--- config.mk ---
export PLATFORM = sky130hd
export DESIGN_NAME = magnetometer_frame_parser
export DESIGN_NICKNAME = d
export VERILOG_FILES = /design/src/rtl/mfp_pkg.sv /design/src/rtl/magnetometer_frame_parser.sv /design/src/rtl/mfp_parser.sv /design/src/rtl/mfp_mul.sv /design/src/rtl/mfp_isqrt.sv
export SDC_FILE = /design/constraint.sdc
export NUM_CORES = 2
export LEC_CHECK = 0
export BUFFER_PORTS_ARGS = -buffer_cell sky130_fd_sc_hd__buf_2
export CAP_MARGIN = 25
export CORE_UTILIZATION = 60
export CTS_CLUSTER_SIZE = 40
export DETAILED_ROUTE_END_ITERATION = 8
export GPL_ROUTABILITY_DRIVEN = 0
export GPL_TIMING_DRIVEN = 0
export PLACE_DENSITY = 0.82
export SYNTH_ARGS = -nofsm -noshare
export SYNTH_HDL_FRONTEND = slang
export SYNTH_SLANG_ARGS = --single-unit
--- constraint.sdc ---
create_clock -name clk_i -period 16 [get_ports clk_i]
set_input_delay 0.8 -clock clk_i [delete_from_list [all_inputs] [get_ports clk_i]]
set_output_delay 0.8 -clock clk_i [all_outputs]
set_load 0.05 [all_outputs]
--- src/rtl/mfp_pkg.sv ---
// mfp_pkg: shared constants, codes and struct types of the magnetometer frame parser
// no dependencies; imported by every module in rtl/

package mfp_pkg;

  // frame layout
  localparam int unsigned PAYLOAD_BYTES = 10;
  localparam int unsigned AXIS_BYTES    = 9;
  localparam int unsigned PAY_CNT_W     = $clog2(PAYLOAD_BYTES);

  localparam logic [7:0] HDR_BYTE0 = 8'hFF;
  localparam logic [7:0] HDR_BYTE1 = 8'h7E;
  localparam logic [7:0] HDR_BYTE2 = 8'h01;
  localparam logic [7:0] HDR_BYTE3 = 8'h09;

  // datapath widths
  localparam int unsigned FS_W    = 20;
  localparam logic [FS_W-1:0] FS_RESET = 20'd100000;
  localparam int unsigned RAW_W   = 24;
  localparam int unsigned SCL_W   = 29;
  localparam int unsigned SCL_LSB = 15;
  localparam int unsigned SUM_W   = 48;
  localparam int unsigned ROOT_W  = SUM_W / 2;
  localparam int unsigned MUL_W   = RAW_W + 1;
  localparam int unsigned PROD_W  = 2 * MUL_W;
  localparam int unsigned OUT_W   = 192;

  // where a product of the shared multiplier goes
  typedef enum logic [2:0] {
    DST_SUM,
    DST_XS,
    DST_YS,
    DST_ZS,
    DST_MAG
  } mfp_dst_e;

  typedef struct packed {
    logic                    valid;
    mfp_dst_e                dst;
    logic signed [MUL_W-1:0] a;
    logic signed [MUL_W-1:0] b;
  } mfp_mul_op_t;

  typedef struct packed {
    logic     valid;
    mfp_dst_e dst;
  } mfp_mul_tag_t;

  // completed frame, valid for the cycle of its last payload byte
  typedef struct packed {
    logic                    done;
    logic signed [RAW_W-1:0] x;
    logic signed [RAW_W-1:0] y;
    logic signed [RAW_W-1:0] z;
  } mfp_frame_t;

endpackage

--- src/rtl/magnetometer_frame_parser.sv ---
// magnetometer_frame_parser: top level, sequencer around a shared multiplier and root unit
// depends on mfp_pkg, mfp_parser, mfp_mul, mfp_isqrt
//
//  channel   dir  handshake                    payload
//  s_axis    in   s_axis_tvalid/s_axis_tready  rx_byte
//  m_axis    out  m_axis_tvalid/m_axis_tready  raw axes, scaled axes, field magnitude
//  cfg       in   cfg_valid_i/cfg_ready_o      full_scale
//
// a byte that does not end a frame is taken while the block is idle
// the last payload byte starts the busy run: three squares and three axis
// scalings on the shared multiplier, a wait on the root, one more
// multiply for the magnitude, its write-back and the output register load
// s_axis_tready is low while busy, also while a finished result waits for
// the output register to be free; once loaded, the result waits there
// and the block takes bytes until the next frame completes
// reset clears the header hunt and full_scale to 100000

module magnetometer_frame_parser import mfp_pkg::*; (
  input  logic             clk_i,
  input  logic             rst_ni,
  input  logic             s_axis_tvalid,
  output logic             s_axis_tready,
  input  logic [7:0]       s_axis_tdata,   // [7:0] rx_byte
  output logic             m_axis_tvalid,
  input  logic             m_axis_tready,
  output logic [OUT_W-1:0] m_axis_tdata,   // [23:0] x_raw, [47:24] y_raw, [71:48] z_raw,
                                           // [100:72] x_scaled, [129:101] y_scaled,
                                           // [158:130] z_scaled, [187:159] field_magnitude,
                                           // [191:188] zero
  input  logic             cfg_valid_i,
  output logic             cfg_ready_o,
  input  logic [FS_W-1:0]  cfg_data_i      // full_scale
);

  localparam logic [2:0] SQ_IDLE   = 3'd0;
  localparam logic [2:0] SQ_SQUARE = 3'd1;
  localparam logic [2:0] SQ_SCALE  = 3'd2;
  localparam logic [2:0] SQ_ROOT   = 3'd3;
  localparam logic [2:0] SQ_MAG    = 3'd4;
  localparam logic [2:0] SQ_MAGWB  = 3'd5;
  localparam logic [2:0] SQ_DONE   = 3'd6;

  localparam logic [1:0] LAST_AXIS  = 2'd2;
  localparam logic [1:0] ROOT_AXIS  = 2'd1;

  logic [2:0]               state_q;
  logic [1:0]               idx_q;
  logic [FS_W-1:0]          fs_q;
  logic signed [RAW_W-1:0]  ax_q [3];
  logic [SUM_W-1:0]         sum_q;
  logic [SCL_W-1:0]         sc_q [3];
  logic [SCL_W-1:0]         mag_q;
  logic [OUT_W-1:0]         m_data_q;
  logic                     m_valid_q;

  logic                     byte_valid;
  mfp_frame_t               frame;
  mfp_mul_op_t              mul_op;
  logic signed [PROD_W-1:0] prod;
  mfp_mul_tag_t             mul_tag;
  logic                     isq_start;
  logic                     isq_busy;
  logic                     isq_done;
  logic [ROOT_W-1:0]        isq_root;
  logic signed [MUL_W-1:0]  ax_ext;
  logic                     out_load;
  logic [SCL_W-1:0]         prod_scl;

  assign s_axis_tready = (state_q == SQ_IDLE);
  assign byte_valid    = s_axis_tvalid && s_axis_tready;
  assign cfg_ready_o   = 1'b1;

  mfp_parser u_parser (
    .clk_i       (clk_i),
    .rst_ni      (rst_ni),
    .byte_valid_i(byte_valid),
    .byte_i      (s_axis_tdata),
    .frame_o     (frame)
  );

  // operand selection for the shared multiplier
  assign ax_ext = {ax_q[idx_q][RAW_W-1], ax_q[idx_q]};

  always_comb begin
    mul_op.valid = 1'b0;
    mul_op.dst   = DST_SUM;
    mul_op.a     = ax_ext;
    mul_op.b     = MUL_W'(signed'({1'b0, fs_q}));
    unique case (state_q)
      SQ_SQUARE: begin
        mul_op.valid = 1'b1;
        mul_op.b     = ax_ext;
      end
      SQ_SCALE: begin
        mul_op.valid = 1'b1;
        case (idx_q)
          2'd0:    mul_op.dst = DST_XS;
          2'd1:    mul_op.dst = DST_YS;
          default: mul_op.dst = DST_ZS;
        endcase
      end
      SQ_MAG: begin
        mul_op.valid = 1'b1;
        mul_op.dst   = DST_MAG;
        mul_op.a     = MUL_W'(signed'({1'b0, isq_root}));
      end
      default: mul_op.valid = 1'b0;
    endcase
  end

  mfp_mul u_mul (
    .clk_i (clk_i),
    .rst_ni(rst_ni),
    .op_i  (mul_op),
    .prod_o(prod),
    .tag_o (mul_tag)
  );

  // the root starts once the last square has landed in the sum
  assign isq_start = (state_q == SQ_SCALE) && (idx_q == ROOT_AXIS);

  mfp_isqrt u_isqrt (
    .clk_i  (clk_i),
    .rst_ni (rst_ni),
    .start_i(isq_start),
    .rad_i  (sum_q),
    .busy_o (isq_busy),
    .done_o (isq_done),
    .root_o (isq_root)
  );

  // product write-back, floor shift by bit selection
  assign prod_scl = prod[SCL_LSB +: SCL_W];

  always_ff @(posedge clk_i) begin
    if (frame.done && (state_q == SQ_IDLE)) begin
      sum_q <= '0;
      ax_q[0] <= frame.x;
      ax_q[1] <= frame.y;
      ax_q[2] <= frame.z;
    end else if (mul_tag.valid) begin
      case (mul_tag.dst)
        DST_SUM: sum_q    <= sum_q + prod[SUM_W-1:0];
        DST_XS:  sc_q[0]  <= prod_scl;
        DST_YS:  sc_q[1]  <= prod_scl;
        DST_ZS:  sc_q[2]  <= prod_scl;
        DST_MAG: mag_q    <= prod_scl;
        default: sum_q    <= sum_q;
      endcase
    end
  end

  // configuration register
  always_ff @(posedge clk_i or negedge rst_ni) begin
    if (!rst_ni) begin
      fs_q <= FS_RESET;
    end else if (cfg_valid_i) begin
      fs_q <= cfg_data_i;
    end
  end

  assign out_load = (state_q == SQ_DONE) && (!m_valid_q || m_axis_tready);

  // sequencer
  always_ff @(posedge clk_i or negedge rst_ni) begin
    if (!rst_ni) begin
      state_q <= SQ_IDLE;
      idx_q   <= '0;
    end else begin
      unique case (state_q)
        SQ_IDLE: begin
          if (frame.done) begin
            state_q <= SQ_SQUARE;
            idx_q   <= '0;
          end
        end
        SQ_SQUARE: begin
          if (idx_q == LAST_AXIS) begin
            state_q <= SQ_SCALE;
            idx_q   <= '0;
          end else begin
            idx_q <= idx_q + 1'b1;
          end
        end
        SQ_SCALE: begin
          if (idx_q == LAST_AXIS) begin
            state_q <= SQ_ROOT;
            idx_q   <= '0;
          end else begin
            idx_q <= idx_q + 1'b1;
          end
        end
        SQ_ROOT: begin
          if (isq_done) begin
            state_q <= SQ_MAG;
          end
        end
        SQ_MAG:   state_q <= SQ_MAGWB;
        SQ_MAGWB: state_q <= SQ_DONE;
        SQ_DONE: begin
          if (out_load) begin
            state_q <= SQ_IDLE;
          end
        end
        default: state_q <= SQ_IDLE;
      endcase
    end
  end

  // output register
  always_ff @(posedge clk_i or negedge rst_ni) begin
    if (!rst_ni) begin
      m_valid_q <= 1'b0;
    end else if (out_load) begin
      m_valid_q <= 1'b1;
    end else if (m_axis_tready) begin
      m_valid_q <= 1'b0;
    end
  end

  always_ff @(posedge clk_i) begin
    if (out_load) begin
      m_data_q <= {4'b0000, mag_q, sc_q[2], sc_q[1], sc_q[0], ax_q[2], ax_q[1], ax_q[0]};
    end
  end

  assign m_axis_tvalid = m_valid_q;
  assign m_axis_tdata  = m_data_q;

  a_sum_from_squares: assert property (@(posedge clk_i) disable iff (!rst_ni)
    (mul_tag.valid && (mul_tag.dst == DST_SUM)) |-> ($past(state_q) == SQ_SQUARE))
    else $error("square product landed outside the square phase");

  a_root_start_free: assert property (@(posedge clk_i) disable iff (!rst_ni)
    isq_start |-> !isq_busy)
    else $error("root started while the previous root still runs");

  a_mag_after_root: assert property (@(posedge clk_i) disable iff (!rst_ni)
    (state_q == SQ_MAG) |-> $past(isq_done))
    else $error("magnitude multiply issued before the root was ready");

endmodule

--- src/rtl/mfp_parser.sv ---
// mfp_parser: header hunt, skip byte and payload gathering into three raw axes
// depends on mfp_pkg

module mfp_parser import mfp_pkg::*; (
  input  logic       clk_i,
  input  logic       rst_ni,
  input  logic       byte_valid_i,
  input  logic [7:0] byte_i,
  output mfp_frame_t frame_o
);

  localparam logic [2:0] PH_HDR0   = 3'd0;
  localparam logic [2:0] PH_HDR1   = 3'd1;
  localparam logic [2:0] PH_HDR2   = 3'd2;
  localparam logic [2:0] PH_HDR3   = 3'd3;
  localparam logic [2:0] PH_SKIP   = 3'd4;
  localparam logic [2:0] PH_GATHER = 3'd5;

  localparam logic [PAY_CNT_W-1:0] LAST_CNT = PAY_CNT_W'(PAYLOAD_BYTES - 1);

  logic [2:0]           phase_q, phase_d;
  logic [PAY_CNT_W-1:0] count_q, count_d;
  logic [7:0]           store_q [AXIS_BYTES];
  logic [7:0]           cur     [AXIS_BYTES];
  logic                 gather;
  logic                 last;

  assign gather = byte_valid_i && (phase_q == PH_GATHER);
  assign last   = gather && (count_q == LAST_CNT);

  // phase sequencer
  always_comb begin
    phase_d = phase_q;
    count_d = count_q;
    if (byte_valid_i) begin
      unique case (phase_q)
        PH_HDR0: phase_d = (byte_i == HDR_BYTE0) ? PH_HDR1 : PH_HDR0;
        PH_HDR1: phase_d = (byte_i == HDR_BYTE1) ? PH_HDR2 : PH_HDR0;
        PH_HDR2: phase_d = (byte_i == HDR_BYTE2) ? PH_HDR3 : PH_HDR0;
        PH_HDR3: phase_d = (byte_i == HDR_BYTE3) ? PH_SKIP : PH_HDR0;
        PH_SKIP: begin
          phase_d = PH_GATHER;
          count_d = '0;
        end
        PH_GATHER: begin
          if (count_q == LAST_CNT) begin
            phase_d = PH_HDR0;
            count_d = '0;
          end else begin
            count_d = count_q + 1'b1;
          end
        end
        default: phase_d = PH_HDR0;
      endcase
    end
  end

  always_ff @(posedge clk_i or negedge rst_ni) begin
    if (!rst_ni) begin
      phase_q <= PH_HDR0;
      count_q <= '0;
    end else begin
      phase_q <= phase_d;
      count_q <= count_d;
    end
  end

  // payload bytes; the byte arriving now is folded in for its own index, the last (padding) byte is not stored
  for (genvar i = 0; i < AXIS_BYTES; i++) begin : g_store
    always_ff @(posedge clk_i) begin
      if (gather && (count_q == PAY_CNT_W'(i))) begin
        store_q[i] <= byte_i;
      end
    end
    assign cur[i] = (count_q == PAY_CNT_W'(i)) ? byte_i : store_q[i];
  end

  // little-endian axes
  assign frame_o.done = last;
  assign frame_o.x    = {cur[2], cur[1], cur[0]};
  assign frame_o.y    = {cur[5], cur[4], cur[3]};
  assign frame_o.z    = {cur[8], cur[7], cur[6]};

endmodule

--- src/rtl/mfp_mul.sv ---
// mfp_mul: shared signed multiplier with registered product and destination tag
// depends on mfp_pkg

module mfp_mul import mfp_pkg::*; (
  input  logic                     clk_i,
  input  logic                     rst_ni,
  input  mfp_mul_op_t              op_i,
  output logic signed [PROD_W-1:0] prod_o,
  output mfp_mul_tag_t             tag_o
);

  logic signed [PROD_W-1:0] prod_q;
  mfp_mul_tag_t             tag_q;

  // product register
  always_ff @(posedge clk_i) begin
    if (op_i.valid) begin
      prod_q <= op_i.a * op_i.b;
    end
  end

  // tag is registered alongside the product
  always_ff @(posedge clk_i or negedge rst_ni) begin
    if (!rst_ni) begin
      tag_q <= '{valid: 1'b0, dst: DST_SUM};
    end else begin
      tag_q.valid <= op_i.valid;
      tag_q.dst   <= op_i.dst;
    end
  end

  assign prod_o = prod_q;
  assign tag_o  = tag_q;

endmodule

--- src/rtl/mfp_isqrt.sv ---
// mfp_isqrt: iterative floor square root, one result bit per cycle
// depends on mfp_pkg

module mfp_isqrt import mfp_pkg::*; (
  input  logic              clk_i,
  input  logic              rst_ni,
  input  logic              start_i,
  input  logic [SUM_W-1:0]  rad_i,
  output logic              busy_o,
  output logic              done_o,
  output logic [ROOT_W-1:0] root_o
);

  localparam int unsigned REM_W = ROOT_W + 2;
  localparam int unsigned CNT_W = $clog2(ROOT_W);

  logic [SUM_W-1:0]  rad_q;
  logic [REM_W-1:0]  rem_q, rem_d;
  logic [ROOT_W-1:0] root_q, root_d;
  logic [CNT_W-1:0]  cnt_q;
  logic              busy_q;
  logic              done_q;
  logic [REM_W+1:0]  rem_sh;
  logic [REM_W+1:0]  trial;
  logic              ge;

  // one restoring step: bring down two bits, try 4*root+1
  always_comb begin
    rem_sh = {rem_q, rad_q[SUM_W-1 -: 2]};
    trial  = {2'b00, root_q, 2'b01};
    ge     = rem_sh >= trial;
    rem_d  = ge ? REM_W'(rem_sh - trial) : REM_W'(rem_sh);
    root_d = {root_q[ROOT_W-2:0], ge};
  end

  // datapath
  always_ff @(posedge clk_i) begin
    if (start_i) begin
      rad_q  <= rad_i;
      rem_q  <= '0;
      root_q <= '0;
    end else if (busy_q) begin
      rad_q  <= rad_q << 2;
      rem_q  <= rem_d;
      root_q <= root_d;
    end
  end

  // iteration count and status
  always_ff @(posedge clk_i or negedge rst_ni) begin
    if (!rst_ni) begin
      cnt_q  <= '0;
      busy_q <= 1'b0;
      done_q <= 1'b0;
    end else if (start_i) begin
      cnt_q  <= CNT_W'(ROOT_W - 1);
      busy_q <= 1'b1;
      done_q <= 1'b0;
    end else if (busy_q) begin
      cnt_q <= cnt_q - 1'b1;
      if (cnt_q == '0) begin
        busy_q <= 1'b0;
        done_q <= 1'b1;
      end
    end else begin
      done_q <= 1'b0;
    end
  end

  assign busy_o = busy_q;
  assign done_o = done_q;
  assign root_o = root_q;

  // done is a single pulse right after the last step
  a_done_after_busy: assert property (@(posedge clk_i) disable iff (!rst_ni)
    done_q |-> !busy_q && $past(busy_q))
    else $error("root done without a finished iteration run");

endmodule

[After elaboration in Yosys (flattened, before gate mapping)]
Memories as Yosys holds them, arrays and structs flattened. A register that Yosys moved wholly into a read port is not among the register bits.
Cells that the tools add are included.
Storage, ports and cells
  bits of input ports: 33
  bits in latches: 0
  output and inout port bits: 195
  word-level logic and storage cells: 217
  memories kept: 3
  ROM bits: 0
  flip-flop bits (word level): 455
  bits in writable memories: 231
Cells by class
  equal/unequal tests: 37
  bitwise gates (word level): 1
  reduce and logical (&&, ||, !) cells: 45
  $add $sub $neg: 5
  mux-type cells: 106
  multipliers: 1
  divide/modulo/power cells: 0
  shift operators: 0
  magnitude comparators: 1
Memories
  sc_q: depth 3, width 29, rd ports 3, clocked after memory_dff 3, wr ports 1, RTL line magnetometer_frame_parser.sv:51  | logic [SCL_W-1:0] sc_q [3];
  ax_q: depth 3, width 24, rd ports 4, clocked after memory_dff 3, wr ports 3, RTL line magnetometer_frame_parser.sv:49  | logic signed [RAW_W-1:0] ax_q [3];
  u_parser.store_q: depth 9, width 8, rd ports 9, clocked after memory_dff 0, wr ports 1, RTL line mfp_parser.sv:23  | logic [7:0] store_q [AXIS_BYTES];
Operators with widths (count)
  8-bit two-way mux: 17
  48-bit two-way mux: 2
  8-bit OR reduction: 8
  29-bit two-way mux: 2
  29-bit OR reduction: 2
  1-bit two-way mux: 52
  25-bit two-way mux: 2
  48-bit adder: 1
  25-bit by 25-bit multiplier with 48-bit output: 1
  4-bit two-way mux: 9
  28-bit by 26-bit >= comparator with 1-bit output: 1
  26-bit two-way mux: 1
  26-bit subtractor: 1
  3-bit two-way mux: 7
  3-bit one-hot mux with 7 select lines: 1
  3-bit by 2-bit == test with 1-bit output, second input constant: 6
  3-bit == test, second input constant: 6
  3-bit one-hot mux with 6 select lines: 1
  4-bit by 3-bit == test with 1-bit output, second input constant: 4
  1-bit logical AND: 15
  2-bit two-way mux: 6
  5-bit two-way mux: 2
  3-bit by 1-bit == test with 1-bit output, second input constant: 3
  3-bit logical NOT: 3
  30 further kinds: 43

[Longest topological paths before layout]
  depth in word-level cells: 15
  mapped depth: 33
  depth with buffers taken out: 29

[By module]
A second synthesis with hierarchy kept.
Second synthesis, totals
  cells, all modules: 4665
  area, all modules: 52150.0 µm²
Modules (own cells, without submodules)
  mfp_mul: area an instance 24762.5 µm², times used 1, cells each 2584, sequential area each 1601.5 µm²
  magnetometer_frame_parser: area an instance 17984.7 µm², times used 1, cells each 1282, sequential area each 12909.9 µm²
  mfp_isqrt: area an instance 5734.2 µm², times used 1, cells each 567, sequential area each 2617.5 µm²
  mfp_parser: area an instance 3668.5 µm², times used 1, cells each 232, sequential area each 2337.2 µm²

[Worst setup path after synthesis]
No wires, ideal clock.
  kind: input -> register
  from: in m_axis_tready
  to: reg m_data_q[0] (netlist: m_axis_tdata[0]) (read register of ax_q) (enable)
  path slack: 6069 ps
  library setup time: 759 ps
  data arrival time: 9172 ps
  path buffers: 0
  stages: 2
  data required time: 15241 ps
  cell sequence: nand2b_1 > nor2b_1
On the way
  longest elaborated chain between the ends: 2
Ends and longest elaborated chain
  start: declaration: RTL line magnetometer_frame_parser.sv:25  | input logic m_axis_tready,
  1-bit logical OR: RTL line magnetometer_frame_parser.sv:162  | assign out_load = (state_q == SQ_DONE) && (!m_valid_q || m_axis_tready);
  1-bit logical AND: RTL line magnetometer_frame_parser.sv:162
  via out_load: RTL line magnetometer_frame_parser.sv:66  | logic out_load;
  end: declaration: RTL line magnetometer_frame_parser.sv:53  | logic [OUT_W-1:0] m_data_q;
The timed path passes the listed nets, and every way through them passes these cells.
A chain may end at the register's enable or synchronous reset.

[Worst setup path after layout]
  from: reg state_q[1]
  to: reg u_mul.prod_q[45] (netlist: u_mul.prod_o[45]) (data pin)
On the way
  longest elaborated chain between the ends: 3
  elaborated cells between the ends (all ways): 5
  those cells by class: mul (1); eq/ne (2); mux (2)
Ends and longest elaborated chain
  start: declaration: RTL line magnetometer_frame_parser.sv:46  | logic [2:0] state_q;
  start signal: assignment: RTL line magnetometer_frame_parser.sv:167  | state_q <= SQ_IDLE;
  start signal: assignment: RTL line magnetometer_frame_parser.sv:173  | state_q <= SQ_SQUARE;
  start signal: assignment: RTL line magnetometer_frame_parser.sv:179  | state_q <= SQ_SCALE;
  3-bit == test / 3-bit by 1-bit == test with 1-bit output (equally long branches): RTL line magnetometer_frame_parser.sv:89  | unique case (state_q)
  25-bit two-way mux: RTL line magnetometer_frame_parser.sv:89
  25-bit by 25-bit multiplier with 48-bit output (*): RTL line mfp_mul.sv:18  | prod_q <= op_i.a * op_i.b;
  end signal: assignment: RTL line mfp_mul.sv:18
  end: declaration: RTL line mfp_mul.sv:12  | logic signed [PROD_W-1:0] prod_q;
Every way passes the cells marked *; elsewhere a longest branch is shown, timed or not.

==> impl_metrics.env <==
export IMPL_dp_hpwl_um=105000
export IMPL_cts_buffers=71
export IMPL_grt_pass1_vias=37230
export IMPL_dr_pass1_iters=9
export IMPL_reg2reg_from="state_q[1]"
export IMPL_first_iter_violations=4050
export IMPL_cpLargestDelayFamily="adder cells"
export IMPL_drc=103
export IMPL_placed_cell_area_um2=53270
export IMPL_grt_pass1_wl_um=213200
export IMPL_synth_cells=4605
export IMPL_top_layer="met5"
export IMPL_dp_cells=5936
export IMPL_dieWidth_um=291.6
export IMPL_setup_violations_final=0
export IMPL_met1Wirelength_um=48220
export IMPL_synthTopCellsByArea="edfxtp_1 32%, fa_1 26%, ha_1 5.3%"
export IMPL_violations="design-rule violations"
export IMPL_synthFlopType="edfxtp_1"
export IMPL_drv_slew=0
export IMPL_num_fill_cells=5869
export IMPL_arrival_ns=11.84
export IMPL_cp_max_fo=10
export IMPL_met2_length_um=62490
export IMPL_async_reset_ff_share_pct=6.414
export IMPL_rsz0062_at_grt="no"
export IMPL_drive_gt1_share_pct=11.04
export IMPL_cpPeakStageDelay_ns=0.72
export IMPL_finalWirelength_um=139300
export IMPL_clk_latency_ns=0.66
export IMPL_timing_max_cap_violations=0
export IMPL_worst_slew_pin_slew_ns=1.182
export IMPL_antenna_left=0
export IMPL_io_pins=228
export IMPL_cts_setup_buffers=0
export IMPL_antenna_found_initial=6
export IMPL_final_nets=5830
export IMPL_clockBufferDepth=3
export IMPL_grt_max_degree=48
export IMPL_synth_edff_count=544
export IMPL_ys_ff_latch=686
export IMPL_track_usage_pct=33.45
export IMPL_yosysSeqAreaShare_pct=38.56
export IMPL_cts_root_buf="clkbuf_16"
export IMPL_skew_ns=0.04154
export IMPL_ctsResizeCount=0
export IMPL_crit_path_top_delay_cell="clkbuf_1"
export IMPL_critPathLaunchType="flip-flop"
export IMPL_layout_min_cycle_time_ns=11.47
export IMPL_design_area_um2=55930
export IMPL_routed_via_density=6.011
export IMPL_h_tree_depth=3
export IMPL_syn_avg_cell_area_um2=10.93
export IMPL_clkTransAtPathRegs_ns=0.06
export IMPL_coreArea_um2=82500
export IMPL_synth_top_area_share_pct=32.46
export IMPL_wl_met3_um=18220
export IMPL_outcome="finished with violations"
export IMPL_critical_path_class="reg2reg"
export IMPL_portBuffers=221
export IMPL_fmax_ghz=0.08718
export IMPL_die_area_um2=85030
export IMPL_grt_overflow=0
export IMPL_rows=105
export IMPL_hold_violations=0
export IMPL_clock_sinks=686
export IMPL_tns_ns=0
export IMPL_critical_path_endpoint_type="flip-flop"
export IMPL_start_util_pct=60.99
export IMPL_cp_common_cell="fa_1"
export IMPL_ys_types=72
export IMPL_critPathBufInv=9
export IMPL_relSlewSlack_pct=20.92
export IMPL_yosys_warnings=0
export IMPL_area_growth_syn_to_layout_pct=11.15
export IMPL_critPathLaunch="state_q[1]"
export IMPL_chipHeight_um=291.6
export IMPL_crit_required_ns=16.37
export IMPL_yosysTopAreaCell="edfxtp_1"
export IMPL_instances_no_fill=6074
export IMPL_vias=36510
export IMPL_routedWlPerCell_um=22.93
export IMPL_cts_hold_buffers_added=0
export IMPL_fin_crit_sh_pct=71.69
export IMPL_syn_area_um2=50320
export IMPL_cts_tree="built"
export IMPL_hold_class="in2async"
synth_stat cells (22+ instances only):
master      n
nand3_1    43
nor3_1     32
o21ai_0   137
nor2_1    416
inv_1     677
nand2_1   684
dfxtp_1    98
xnor2_1    88
mux2i_1   103
nor2b_1    22
dfrtp_1    38
fa_1      641
xor2_1     30
and3_1     26
clkbuf_1  174
a21o_1     52
mux2_2    117
edfxtp_1  544
a21oi_1   161
ha_1      213
nand2b_1   22
a211oi_1   22
nand4_1    25
worst paths after layout:
kind | slack (ns) | to | cells past startpoint
worst max-delay path | 4.53 | u_mul.prod_o[45] | 31
worst min-delay path | 0.22 | u_parser.count_q[0] | 1
worst max register to register | 4.53 | u_mul.prod_o[45] | 31
worst min register to register | 0.40 | m_axis_tdata[151] | 0
max in group asynchronous | 15.08 | fs_q[5] | 2
min in group clk_i | 0.38 | fs_q[0] | 2
stage by stage:
step | utilization (%) | hold slack (ns) | worst slack (ns)
6_report | 67.80 | 0.2194 | 4.530
5_1_grt | 67.78 | 0.2395 | 4.262
4_1_cts | 67.74 | 0.1992 | 4.992
3_5_place_dp | 64.56 | 0.4045 | 5.077
3_3_place_gp | 63.97 | 0.4014 | 2.664
2_1_floorplan | - | 0.4003 | 6.069
routing by layer:
metal | vias up | GRT usage (%)
li1 | 15620 | -
met1 | 17710 | 39.75
met2 | 2482 | 51.85
met3 | 686 | 12.71
met4 | 6 | 19.94
met5 | - | 0.3971
cells by family (layout without fill, tap and decap cells):
family / Yosys count / count (layout) / synth area share [%]
buffers and inverters: 880 / 1271 / 6.671
DFF: 686 / 686 / 38.56
muxes: 220 / 220 / 4.667
adders and majority gates: 854 / 854 / 30.80
AOI/OAI and AO/OA: 508 / 508 / 6.174
other: 2 / 10 / 0.01492
xor gates and xnor gates: 118 / 118 / 2.054
and+or+nand+nor: 1337 / 1337 / 11.06
area by class of cell:
class	instances	area, um^2	share of cell area (%)
timing repair buffer	262	1573	2.812
clock buffer	78	1823	3.259
multi-input combinational	3042	27620	49.38
sequential	686	19410	34.69
clock inverter	51	802.0	1.434
tap	1070	1339	2.394
buffer	201	812.0	1.452
inverter	679	2549	4.557
antenna	5	12.51	0.02237
placed cells by master (no fill, tap or decap), drive strengths merged, types with 12 or more instances in the layout:
cell type  Yosys  routed
clkinv         2      26
a211oi        22      22
nor2         416     416
xor2          30      30
dfxtp         98      98
nand2        684     684
nand4         25      25
nor2b         22      22
o211ai        21      21
nand3         43      43
bufinv         0      15
nand2b        22      22
nor3          32      32
mux2         117     117
inv          677     684
o21bai        12      12
a31oi         21      21
mux2i        103     103
xnor2         88      88
dfrtp         38      38
and2          16      16
a21o          52      52
edfxtp       544     544
fa           641     641
buf           27     288
o21a          21      21
ha           213     213
a21oi        165     165
o21ai        141     141
and3          26      26
clkbuf       174     253
state kept, by name, summed over array words and instances (netlist names), 20 cells and up:
signal and cells:
sum_q 48, u_isqrt.rem_q 26, u_parser.store_q 72, u_isqrt.rad_q 48
u_isqrt.root_o 24, sc_q 87, ax_q 72, u_mul.prod_o 48
mag_q 29, m_axis_tdata 188, fs_q 20
worst register-to-register path: cells and delay by family (launching register included):
kind            cells  cell delay, ns
buf+inv             9            2.05
simple gates        7            2.62
compound gates      6            1.88
xor+xnor            1            0.45
fa+ha+maj           8            3.78
flops               1            0.39
Power is not shown: default switching activity piles up to over one toggle a cycle in this logic, so the estimate is an artifact.
